[config.mk]
export PLATFORM = sky130hd
export DESIGN_NAME = refcounted_handle_table
export DESIGN_NICKNAME = d
export VERILOG_FILES = /design/src/rtl/core/rht_pkg.sv /design/src/rtl/core/refcounted_handle_table.sv
export SDC_FILE = /design/constraint.sdc
export NUM_CORES = 2
export LEC_CHECK = 0
export ABC_AREA = 0
export BUFFER_PORTS_ARGS = -buffer_cell sky130_fd_sc_hd__buf_2
export CAP_MARGIN = 10
export CORE_ASPECT_RATIO = 0.75
export CORE_MARGIN = 5
export CORE_UTILIZATION = 40
export CTS_CLUSTER_DIAMETER = 200
export DETAILED_ROUTE_END_ITERATION = 12
export SLEW_MARGIN = 20
export SYNTH_ARGS = -nofsm -noshare
export SYNTH_HDL_FRONTEND = slang
export SYNTH_SLANG_ARGS = --single-unit
[constraint.sdc]
create_clock -name aclk -period 7.5 [get_ports aclk]
set_input_delay 1.5 -clock aclk [delete_from_list [all_inputs] [get_ports aclk]]
set_output_delay 1.5 -clock aclk [all_outputs]
set_load 0.1 [all_outputs]
[src/rtl/core/rht_pkg.sv]
package rht_pkg;

    localparam int HANDLE_W = 7;
    localparam int VALUE_W  = 32;
    localparam int OCOUNT_W = 16;

    typedef enum logic [2:0] {
        KIND_CREATE = 3'd0,
        KIND_REF    = 3'd1,
        KIND_UNREF  = 3'd2,
        KIND_RDCNT  = 3'd3,
        KIND_LOOKUP = 3'd4,
        KIND_FIND   = 3'd5
    } kind_t;

    typedef enum logic [1:0] {
        STATUS_OK      = 2'd0,
        STATUS_INVALID = 2'd1,
        STATUS_FULL    = 2'd2,
        STATUS_NONE    = 2'd3
    } status_t;

    typedef enum logic [2:0] {
        ST_IDLE,
        ST_SCAN,
        ST_READ,
        ST_EXEC,
        ST_PUSH
    } state_t;

    typedef struct packed {
        logic [2:0]          kind;
        logic [HANDLE_W-1:0] handle;
        logic [VALUE_W-1:0]  item_value;
    } in_item_t;

    typedef struct packed {
        status_t             status;
        logic [HANDLE_W-1:0] out_handle;
        logic [VALUE_W-1:0]  out_value;
        logic [OCOUNT_W-1:0] ref_count;
        logic                released;
    } out_item_t;

endpackage

[src/rtl/core/refcounted_handle_table.sv]
// Reference-counted handle table.
// An input item (kind, handle, item_value) arrives on the s_ channel and is
// taken when s_valid and s_ready are both high. Exactly one result item leaves
// on the m_ channel for every input item, in order. The block works on one
// item at a time: s_ready is high only while the sequencer is idle.
// Handle operations (ref, unref, read count, lookup and unknown kinds) go
// through accept, memory read, execute and hand-off to the output register;
// the hand-off waits while a stalled result holds it. Create and find
// scan the flag vectors 16 slots per cycle, one group per scan step, up to
// ceil(TABLE_DEPTH/16) groups (4 at depth 64); a miss skips to the hand-off.
// The single count adder, the flag-group priority encoder and the one
// read/write port of each slot memory set this sequence of steps.
// A result waits in the output register while the receiver stalls; the next
// item is still accepted and processed, and its result is held back until
// the output register frees up. Synchronous active-low reset empties every
// slot and the output register; no clearing pass is needed because slot
// contents are read only for valid slots, which a create fills first.
module refcounted_handle_table #(
    parameter int TABLE_DEPTH = 64,
    parameter int COUNT_BITS  = 16
) (
    input  logic              aclk,
    input  logic              aresetn,
    input  logic              s_valid,
    output logic              s_ready,
    input  rht_pkg::in_item_t s_data,
    output logic              m_valid,
    input  logic              m_ready,
    output rht_pkg::out_item_t m_data
);

    // Flags are scanned in groups of this many slots per cycle.
    localparam int GROUP_W    = 16;
    localparam int POS_W      = $clog2(GROUP_W);
    localparam int NUM_GROUPS = (TABLE_DEPTH + GROUP_W - 1) / GROUP_W;
    localparam int PAD_W      = NUM_GROUPS * GROUP_W;
    localparam int GRP_W      = (NUM_GROUPS > 1) ? $clog2(NUM_GROUPS) : 1;
    localparam int IDX_W      = $clog2(TABLE_DEPTH);
    localparam int HXW        = (IDX_W > rht_pkg::HANDLE_W) ? IDX_W : rht_pkg::HANDLE_W;
    localparam int OHW        = (IDX_W + 1 > rht_pkg::HANDLE_W) ? IDX_W + 1 : rht_pkg::HANDLE_W;
    localparam int CXW        = (COUNT_BITS > rht_pkg::OCOUNT_W) ? COUNT_BITS : rht_pkg::OCOUNT_W;

    rht_pkg::state_t    state_reg, state_next;
    rht_pkg::in_item_t  in_reg, in_next;
    logic [IDX_W-1:0]   idx_reg, idx_next;
    logic [GRP_W-1:0]   grp_reg, grp_next;
    logic [TABLE_DEPTH-1:0] valid_reg, valid_next;
    logic [TABLE_DEPTH-1:0] zero_reg, zero_next;
    rht_pkg::out_item_t res_reg, res_next;
    rht_pkg::out_item_t m_data_reg, m_data_next;
    logic               m_valid_reg, m_valid_next;

    // Slot memories: one write and one registered read at idx_reg.
    logic [COUNT_BITS-1:0]       count_mem [TABLE_DEPTH];
    logic [rht_pkg::VALUE_W-1:0] value_mem [TABLE_DEPTH];
    logic [COUNT_BITS-1:0]       rd_count_reg;
    logic [rht_pkg::VALUE_W-1:0] rd_value_reg;
    logic                        cnt_we;
    logic [COUNT_BITS-1:0]       cnt_wdata;
    logic                        val_we;

    // Scan datapath.
    logic [PAD_W-1:0]    search_vec;
    logic [GROUP_W-1:0]  group_bits;
    logic [POS_W-1:0]    hit_pos;
    logic                hit;
    logic [GRP_W+POS_W-1:0] scan_idx;
    logic                last_group;

    // Handle decode and shared count adder.
    logic [HXW-1:0]        hdl_dec;
    logic                  handle_ok;
    logic                  slot_ok;
    logic                  is_ref;
    logic                  cnt_at_max;
    logic [COUNT_BITS-1:0] cnt_addend;
    logic [COUNT_BITS-1:0] cnt_sum;
    logic [COUNT_BITS-1:0] cnt_report;
    logic [CXW-1:0]        cnt_ext;
    logic [OHW-1:0]        idx_plus1;

    assign s_ready = (state_reg == rht_pkg::ST_IDLE);
    assign m_valid = m_valid_reg;
    assign m_data  = m_data_reg;

    // The flags searched depend on the operation: free slots for a create,
    // valid slots with a zero count for a find. Padding never matches.
    always_comb begin
        search_vec = '0;
        if (in_reg.kind == rht_pkg::KIND_CREATE) begin
            search_vec[TABLE_DEPTH-1:0] = ~valid_reg;
        end else begin
            search_vec[TABLE_DEPTH-1:0] = valid_reg & zero_reg;
        end
        group_bits = search_vec[grp_reg * GROUP_W +: GROUP_W];
        hit_pos = '0;
        for (int i = GROUP_W - 1; i >= 0; i--) begin
            if (group_bits[i]) begin
                hit_pos = POS_W'(i);
            end
        end
        hit = |group_bits;
    end

    assign scan_idx   = {grp_reg, hit_pos};
    assign last_group = (grp_reg == GRP_W'(NUM_GROUPS - 1));
    assign idx_plus1  = OHW'(idx_reg) + OHW'(1);

    assign hdl_dec   = HXW'(s_data.handle) - HXW'(1);
    assign handle_ok = (in_reg.handle != '0) && (32'(in_reg.handle) <= 32'(TABLE_DEPTH));
    assign slot_ok   = handle_ok && valid_reg[idx_reg];

    // One adder serves both ref (+1) and unref (-1).
    assign is_ref     = (in_reg.kind == rht_pkg::KIND_REF);
    assign cnt_at_max = &rd_count_reg;
    assign cnt_addend = is_ref ? COUNT_BITS'(1) : '1;
    assign cnt_sum    = rd_count_reg + cnt_addend;

    always_comb begin
        state_next   = state_reg;
        in_next      = in_reg;
        idx_next     = idx_reg;
        grp_next     = grp_reg;
        valid_next   = valid_reg;
        zero_next    = zero_reg;
        res_next     = res_reg;
        m_data_next  = m_data_reg;
        m_valid_next = m_valid_reg;
        cnt_we       = 1'b0;
        cnt_wdata    = rd_count_reg;
        val_we       = 1'b0;
        cnt_report   = rd_count_reg;
        cnt_ext      = '0;

        if (m_valid_reg && m_ready) begin
            m_valid_next = 1'b0;
        end

        unique case (state_reg)
            rht_pkg::ST_IDLE: begin
                if (s_valid) begin
                    in_next  = s_data;
                    idx_next = hdl_dec[IDX_W-1:0];
                    grp_next = '0;
                    if (s_data.kind == rht_pkg::KIND_CREATE ||
                        s_data.kind == rht_pkg::KIND_FIND) begin
                        state_next = rht_pkg::ST_SCAN;
                    end else begin
                        state_next = rht_pkg::ST_READ;
                    end
                end
            end
            rht_pkg::ST_SCAN: begin
                if (hit) begin
                    idx_next   = scan_idx[IDX_W-1:0];
                    state_next = rht_pkg::ST_READ;
                end else if (last_group) begin
                    res_next = '0;
                    if (in_reg.kind == rht_pkg::KIND_CREATE) begin
                        res_next.status = rht_pkg::STATUS_FULL;
                    end else begin
                        res_next.status = rht_pkg::STATUS_NONE;
                    end
                    state_next = rht_pkg::ST_PUSH;
                end else begin
                    grp_next = grp_reg + GRP_W'(1);
                end
            end
            rht_pkg::ST_READ: begin
                state_next = rht_pkg::ST_EXEC;
            end
            rht_pkg::ST_EXEC: begin
                res_next   = '0;
                state_next = rht_pkg::ST_PUSH;
                priority case (1'b1)
                    (in_reg.kind == rht_pkg::KIND_CREATE): begin
                        valid_next[idx_reg] = 1'b1;
                        zero_next[idx_reg]  = 1'b1;
                        cnt_we              = 1'b1;
                        cnt_wdata           = '0;
                        val_we              = 1'b1;
                        res_next.out_handle = idx_plus1[rht_pkg::HANDLE_W-1:0];
                    end
                    (in_reg.kind == rht_pkg::KIND_FIND): begin
                        res_next.out_handle = idx_plus1[rht_pkg::HANDLE_W-1:0];
                        res_next.out_value  = rd_value_reg;
                    end
                    (!slot_ok): begin
                        res_next.status = rht_pkg::STATUS_INVALID;
                    end
                    (in_reg.kind == rht_pkg::KIND_REF): begin
                        if (!cnt_at_max) begin
                            cnt_we             = 1'b1;
                            cnt_wdata          = cnt_sum;
                            cnt_report         = cnt_sum;
                            zero_next[idx_reg] = 1'b0;
                        end
                        cnt_ext            = CXW'(cnt_report);
                        res_next.ref_count = cnt_ext[rht_pkg::OCOUNT_W-1:0];
                    end
                    (in_reg.kind == rht_pkg::KIND_UNREF): begin
                        if (rd_count_reg == '0) begin
                            // Dropping the last reference frees the slot.
                            valid_next[idx_reg] = 1'b0;
                            res_next.out_value  = rd_value_reg;
                            res_next.released   = 1'b1;
                        end else begin
                            cnt_we             = 1'b1;
                            cnt_wdata          = cnt_sum;
                            zero_next[idx_reg] = (cnt_sum == '0);
                            cnt_ext            = CXW'(cnt_sum);
                            res_next.ref_count = cnt_ext[rht_pkg::OCOUNT_W-1:0];
                        end
                    end
                    (in_reg.kind == rht_pkg::KIND_RDCNT): begin
                        cnt_ext            = CXW'(rd_count_reg);
                        res_next.ref_count = cnt_ext[rht_pkg::OCOUNT_W-1:0];
                    end
                    (in_reg.kind == rht_pkg::KIND_LOOKUP): begin
                        cnt_ext            = CXW'(rd_count_reg);
                        res_next.ref_count = cnt_ext[rht_pkg::OCOUNT_W-1:0];
                        res_next.out_value = rd_value_reg;
                    end
                    default: begin
                        res_next.status = rht_pkg::STATUS_INVALID;
                    end
                endcase
            end
            rht_pkg::ST_PUSH: begin
                if (!m_valid_reg || m_ready) begin
                    m_data_next  = res_reg;
                    m_valid_next = 1'b1;
                    state_next   = rht_pkg::ST_IDLE;
                end
            end
            default: begin
                state_next = rht_pkg::ST_IDLE;
            end
        endcase
    end

    always_ff @(posedge aclk) begin
        if (!aresetn) begin
            state_reg   <= rht_pkg::ST_IDLE;
            valid_reg   <= '0;
            m_valid_reg <= 1'b0;
        end else begin
            state_reg   <= state_next;
            valid_reg   <= valid_next;
            m_valid_reg <= m_valid_next;
        end
    end

    // Payload registers; the zero flags only matter for valid slots.
    always_ff @(posedge aclk) begin
        in_reg     <= in_next;
        idx_reg    <= idx_next;
        grp_reg    <= grp_next;
        zero_reg   <= zero_next;
        res_reg    <= res_next;
        m_data_reg <= m_data_next;
    end

    always_ff @(posedge aclk) begin
        if (cnt_we) begin
            count_mem[idx_reg] <= cnt_wdata;
        end
        rd_count_reg <= count_mem[idx_reg];
    end

    always_ff @(posedge aclk) begin
        if (val_we) begin
            value_mem[idx_reg] <= in_reg.item_value;
        end
        rd_value_reg <= value_mem[idx_reg];
    end

endmodule

* Word level (Yosys, flattened, before mapping)
Memories as Yosys holds them, arrays and structs flattened. A register that Yosys moved wholly into a read port is not among the register bits.
Cells that the tools add are included.
** Word-level totals
- Memories kept :: 2
- Latch bits :: 0
- Memory bits (read-only) :: 0
- Register bits after elaboration :: 298
- Output and inout port bits :: 60
- RAM bits :: 3072
** Operators by class
- Multiplexer cells :: 109
- Magnitude comparators :: 3
- Reductions and logical operators :: 29
- Multiply operators :: 0
- Bitwise operators :: 7
- Eq/ne operators :: 22
- Divide/modulo/power cells :: 0
- Shift-type cells :: 1
- Add/subtract/negate cells :: 4
** Memories
- value_mem :: depth 64, width 32, read ports 1, clocked after Yosys merged registers in 1, wr ports 1, line refcounted_handle_table.sv:55 : logic [rht_pkg::VALUE_W-1:0] value_mem [TABLE_DEPTH];
- count_mem :: depth 64, width 16, read ports 1, clocked after Yosys merged registers in 1, wr ports 1, line refcounted_handle_table.sv:54 : logic [COUNT_BITS-1:0] count_mem [TABLE_DEPTH];
** Operators with widths (number)
- $mux W64 :: 14
- $mux W16 :: 17
- $mux W32 :: 8
- $and A64 B64 Y64 :: 3
- $not A64 Y64 :: 2
- $or A64 B64 Y64 :: 2
- $mux W58 :: 2
- $pmux W58 S2 :: 1
- $bwmux W64 :: 1
- $mux W4 :: 16
- $shiftx A64 B7 Y16 :: 1
- $mux W1 :: 33
- $logic_not A16 Y1 :: 2
- $add A16 B16 Y16 :: 1
- $reduce_and A16 Y1 :: 1
- $reduce_or A16 Y1 :: 1
- $pmux W3 S5 :: 1
- $mux W7 :: 2
- $ne A2 B2 Y1 const B :: 7
- $eq A3 B2 Y1 const B :: 4
- $eq A3 B3 Y1 const B :: 4
- $mux W3 :: 4
- $mux W6 :: 2
- $pmux W6 S2 :: 1
- 26 further kinds :: 45

* Longest topological paths before layout
- Word-level depth :: 21
- Mapped depth :: 13

* Least setup slack after synthesis
No wires, ideal clock.
- Kind :: input port to flip-flop
- From :: in m_ready
- To :: reg m_data_reg (netlist bit m_data[0]) (enable)
- Stages on the path :: 2
- Data required time :: 6.882 ns
- Data arrival time :: 7.055 ns
- Buffers on the path :: 0
- Setup slack :: -0.172 ns
- Cell sequence :: nor2b_1 -> nor4_1
** On the way
- Cells in the longest elaborated chain, start to end :: 2
** Ends and longest elaborated chain
- start: declaration :: line refcounted_handle_table.sv:28 : input logic m_ready,
- $logic_or A1 B1 Y1 :: line refcounted_handle_table.sv:230 : if (!m_valid_reg || m_ready) begin
- $reduce_and A2 Y1 (no source line)
- end signal: assignment :: line refcounted_handle_table.sv:261 : m_data_reg <= m_data_next;
- end: declaration :: line refcounted_handle_table.sv:50 : rht_pkg::out_item_t m_data_reg, m_data_next;
Every way passes these cells.
A chain may end at the register's enable or synchronous reset.

* Worst setup path in the final report
- From :: reg in_reg[41] in the netlist's numbering
- To :: reg res_reg[34] in the netlist's numbering (enable)
** On the way
- Cells in the longest elaborated chain, start to end :: 6
** Ends and longest elaborated chain
- start: declaration :: line refcounted_handle_table.sv:44 : rht_pkg::in_item_t in_reg, in_next;
- start signal: assignment :: line refcounted_handle_table.sv:256 : in_reg <= in_next;
- $logic_not A3 Y1 :: line refcounted_handle_table.sv:90 : if (in_reg.kind == rht_pkg::KIND_CREATE) begin
- $mux W64 :: line refcounted_handle_table.sv:90
- $shiftx A64 B7 Y16 :: line refcounted_handle_table.sv:95 : group_bits = search_vec[grp_reg * GROUP_W +: GROUP_W];
- $reduce_or A16 Y1 :: line refcounted_handle_table.sv:102 : hit = |group_bits;
- $ne A2 B2 Y1 (no source line)
- $reduce_and A3 Y1 (no source line)
- end signal: assignment :: line refcounted_handle_table.sv:260 : res_reg <= res_next;
- end: declaration :: line refcounted_handle_table.sv:49 : rht_pkg::out_item_t res_reg, res_next;
Every way passes these cells.

==> out/results.txt <==
Cts bufs inserted = 331
CP endpoint kind = flop
Pre-antenna DRT Iters = 6
Register area share after synthesis = 79.78%
Worst-case clock skew = 0.1264 ns
Worst slew margin = 18.06%
Commonest non-fill, non-tap cell in the layout = edfxtp_1
Routed wire length = 403800 µm
Status = complete, no violations
Setup tns final = 0 ns
Cell Chain, Critical Path = or2_2 -> buf_4 -> nor2_2 -> buf_4 -> mux4_2 -> nor4_1 -> nand2_1 -> nor4_4 -> a31o_4
Final ANT Viol Nets = 0
Design Area, Final = 145400 µm²
Critical Path Fanout Max = 65
CTS clk-pin slew, worst paths = 0.07 ns
DP HPWL = 235300 µm
Total congestion overflow = 0
CTS tree = built
Util after Layout = 45.89%
Peak VDD IR = 0.3725 mV
Worst setup SP type = flop
CP bufs+invs = 2
Period utilization = 71.19%
Max Buffers Root-to-Sink = 4
Die Height = 498.4 µm
Slew Limit Fails = 0
Core Rows = 179
Syn avg cell area = 17.33 µm²
Pleak = 43.60 nW
Final hold vios = 0
Worst Hold Margin = 0.3871 ns
Root Buffer = clkbuf_16
Starting Density = 40.14%
CP dominant cell by count = buf_4
Top FF cell, synth = edfxtp_1
Share of cells above drive strength 1 = 14.36%
Crit path kind = flop to flop
Commonest cells after routing, fill and taps aside = 3302 x edfxtp_1, 994 x a22oi_1, 337 x clkbuf_16
Post-CTS setup buffers = 0
GR Util All Layers = 23.60%
Routed vias/inst = 6.330
Nets = 7615
Die width = 661.1 µm
Data required time at the worst endpoint = 7.98 ns
Slowest cell on the critical path = nor4_1
CP arrival = 5.82 ns
Clock sinks = 3418
Post-synthesis async set-or-reset flop share = 0%
Yosys warns = 0
Post-synth EDFFs = 3302
Routed wire per std cell = 33.46 µm
Final worst path period need = 5.340 ns
Placed cell areas = 134600 µm²
Fin cells = 12070
Placed Cells = 11470
Area Overhead vs Synth = 14.33%
Die area = 329500 µm²
F_max = 187.3 MHz
Max reg flops = 2048
Yosys cell types = 85
Final setup viols = 0
Clk Latency, worst-skew pair = 0.91 ns
Global-route wire length before repair = 562100 µm
Post_cts resized = 0
Synth Cell Area = 127200 µm²
Largest net degree at the start of global routing = 105
Core Region = 316900 µm²
GPL Wtd Cong = 0.9811
CTS HTree Levels = 5
DRC = 0
Slowest stage delay, CP = 0.78 ns
Synthesized netlist cell count = 7338
Critical path's top delay family = simple AND/OR/NAND/NOR gates
Worst hold path class = flop to flop
DR iter-0 viols = 12710
Initial antenna violation count = 48
PortBufs = 105
Post-place setup slack = 2.286 ns
CTS hold repair buffers = 0
PwrDens = 313.4 nW/µm²
Pwr Total = 45.57 mW
DR vias = 76400
Final worst slack = 2.160 ns
Least-Margin Pin Slew = 1.223 ns
Seq cells post-synth = 3418
Vias in the first global route = 71360
I/O pins = 106
RSZ-0062 raised after global routing = false
Max-cap violations = 0
Syn nets = 7404
## report_power, final
group	switching [mW]	leakage [nW]	internal [mW]
clock	7.12	5.19	9.40
combinational	5.08	7.75	1.54
sequential	0.308	30.7	22.1
## final timing paths
kind                    start     endpoint  slack [ns]  cells past startpoint
setup reg to reg   in_reg[41]  res_reg[34]        2.16                      9
hold / removal    res_reg[34]   m_data[34]        0.39                      0
setup / recovery   in_reg[41]  res_reg[34]        2.16                      9
hold reg to reg   res_reg[34]   m_data[34]        0.39                      0
## worst register-to-register path, delay by kind of cell (launching register included)
kind / cells / cell delay (ns)
compound gates: 1 / 0.76
simple gates: 5 / 2.32
buf+inv: 2 / 0.65
mux: 1 / 0.59
flops: 1 / 0.59
## layer usage
layer / vias to the layer above / wire [µm] / track usage (%)
li1: 31320 / - / -
met1: 39330 / 168600 / 36.19
met2: 5146 / 167900 / 32.43
met3: 589 / 58010 / 7.836
met4: 4 / 9216 / 5.134
met5: - / 21 / 0
## final cells by class
class / count / area (µm²)
Fill cell: 26660 / 171500
Sequential cell: 3418 / 101500
Multi-Input combinational cell: 3350 / 24510
Clock buffer: 423 / 8946
Tap cell: 4253 / 5321
Timing Repair Buffer: 424 / 3361
Clock inverter: 169 / 1698
Inverter: 24 / 90.09
Antenna cell: 8 / 20.02
## logic make-up after synthesis
logic type      Yosys count  share of synthesized area [%]
simple gates            808                          3.226
mux                      36                         0.4938
compound gates         2466                          14.25
fa+ha+maj                20                         0.2026
xor+xnor                 20                         0.1377
buf+inv                 570                          1.907
flops                  3418                          79.78
## cells in the mapped netlist, drive strengths merged, types with 7 or more instances
cell     count  share of area [%]
a22oi      994                5.9
dfxtp      116                1.8
a32o        28               0.22
ha          19               0.19
nor2b       39               0.19
o2bb2ai     13              0.090
a211oi       7              0.041
nor4        49               0.26
inv         23              0.068
xor2        11              0.076
a22o       274                1.9
o21a         8              0.047
a221oi     278                1.9
a31oi      293                1.4
nand2      110               0.32
nor3        19              0.075
mux2i       11              0.087
nand4      132               0.65
xnor2        9              0.062
mux4        21               0.37
a41oi      112               0.77
buf        242               0.93
and3         9              0.044
o21ai      151               0.59
and2        50               0.25
nand3      123               0.49
clkbuf     304               0.90
edfxtp    3302                 78
a21oi      250               0.98
o22ai       10              0.049
or3          7              0.038
nand2b       7              0.034
nor2       237               0.70
Power figures use the tool's default switching activity.
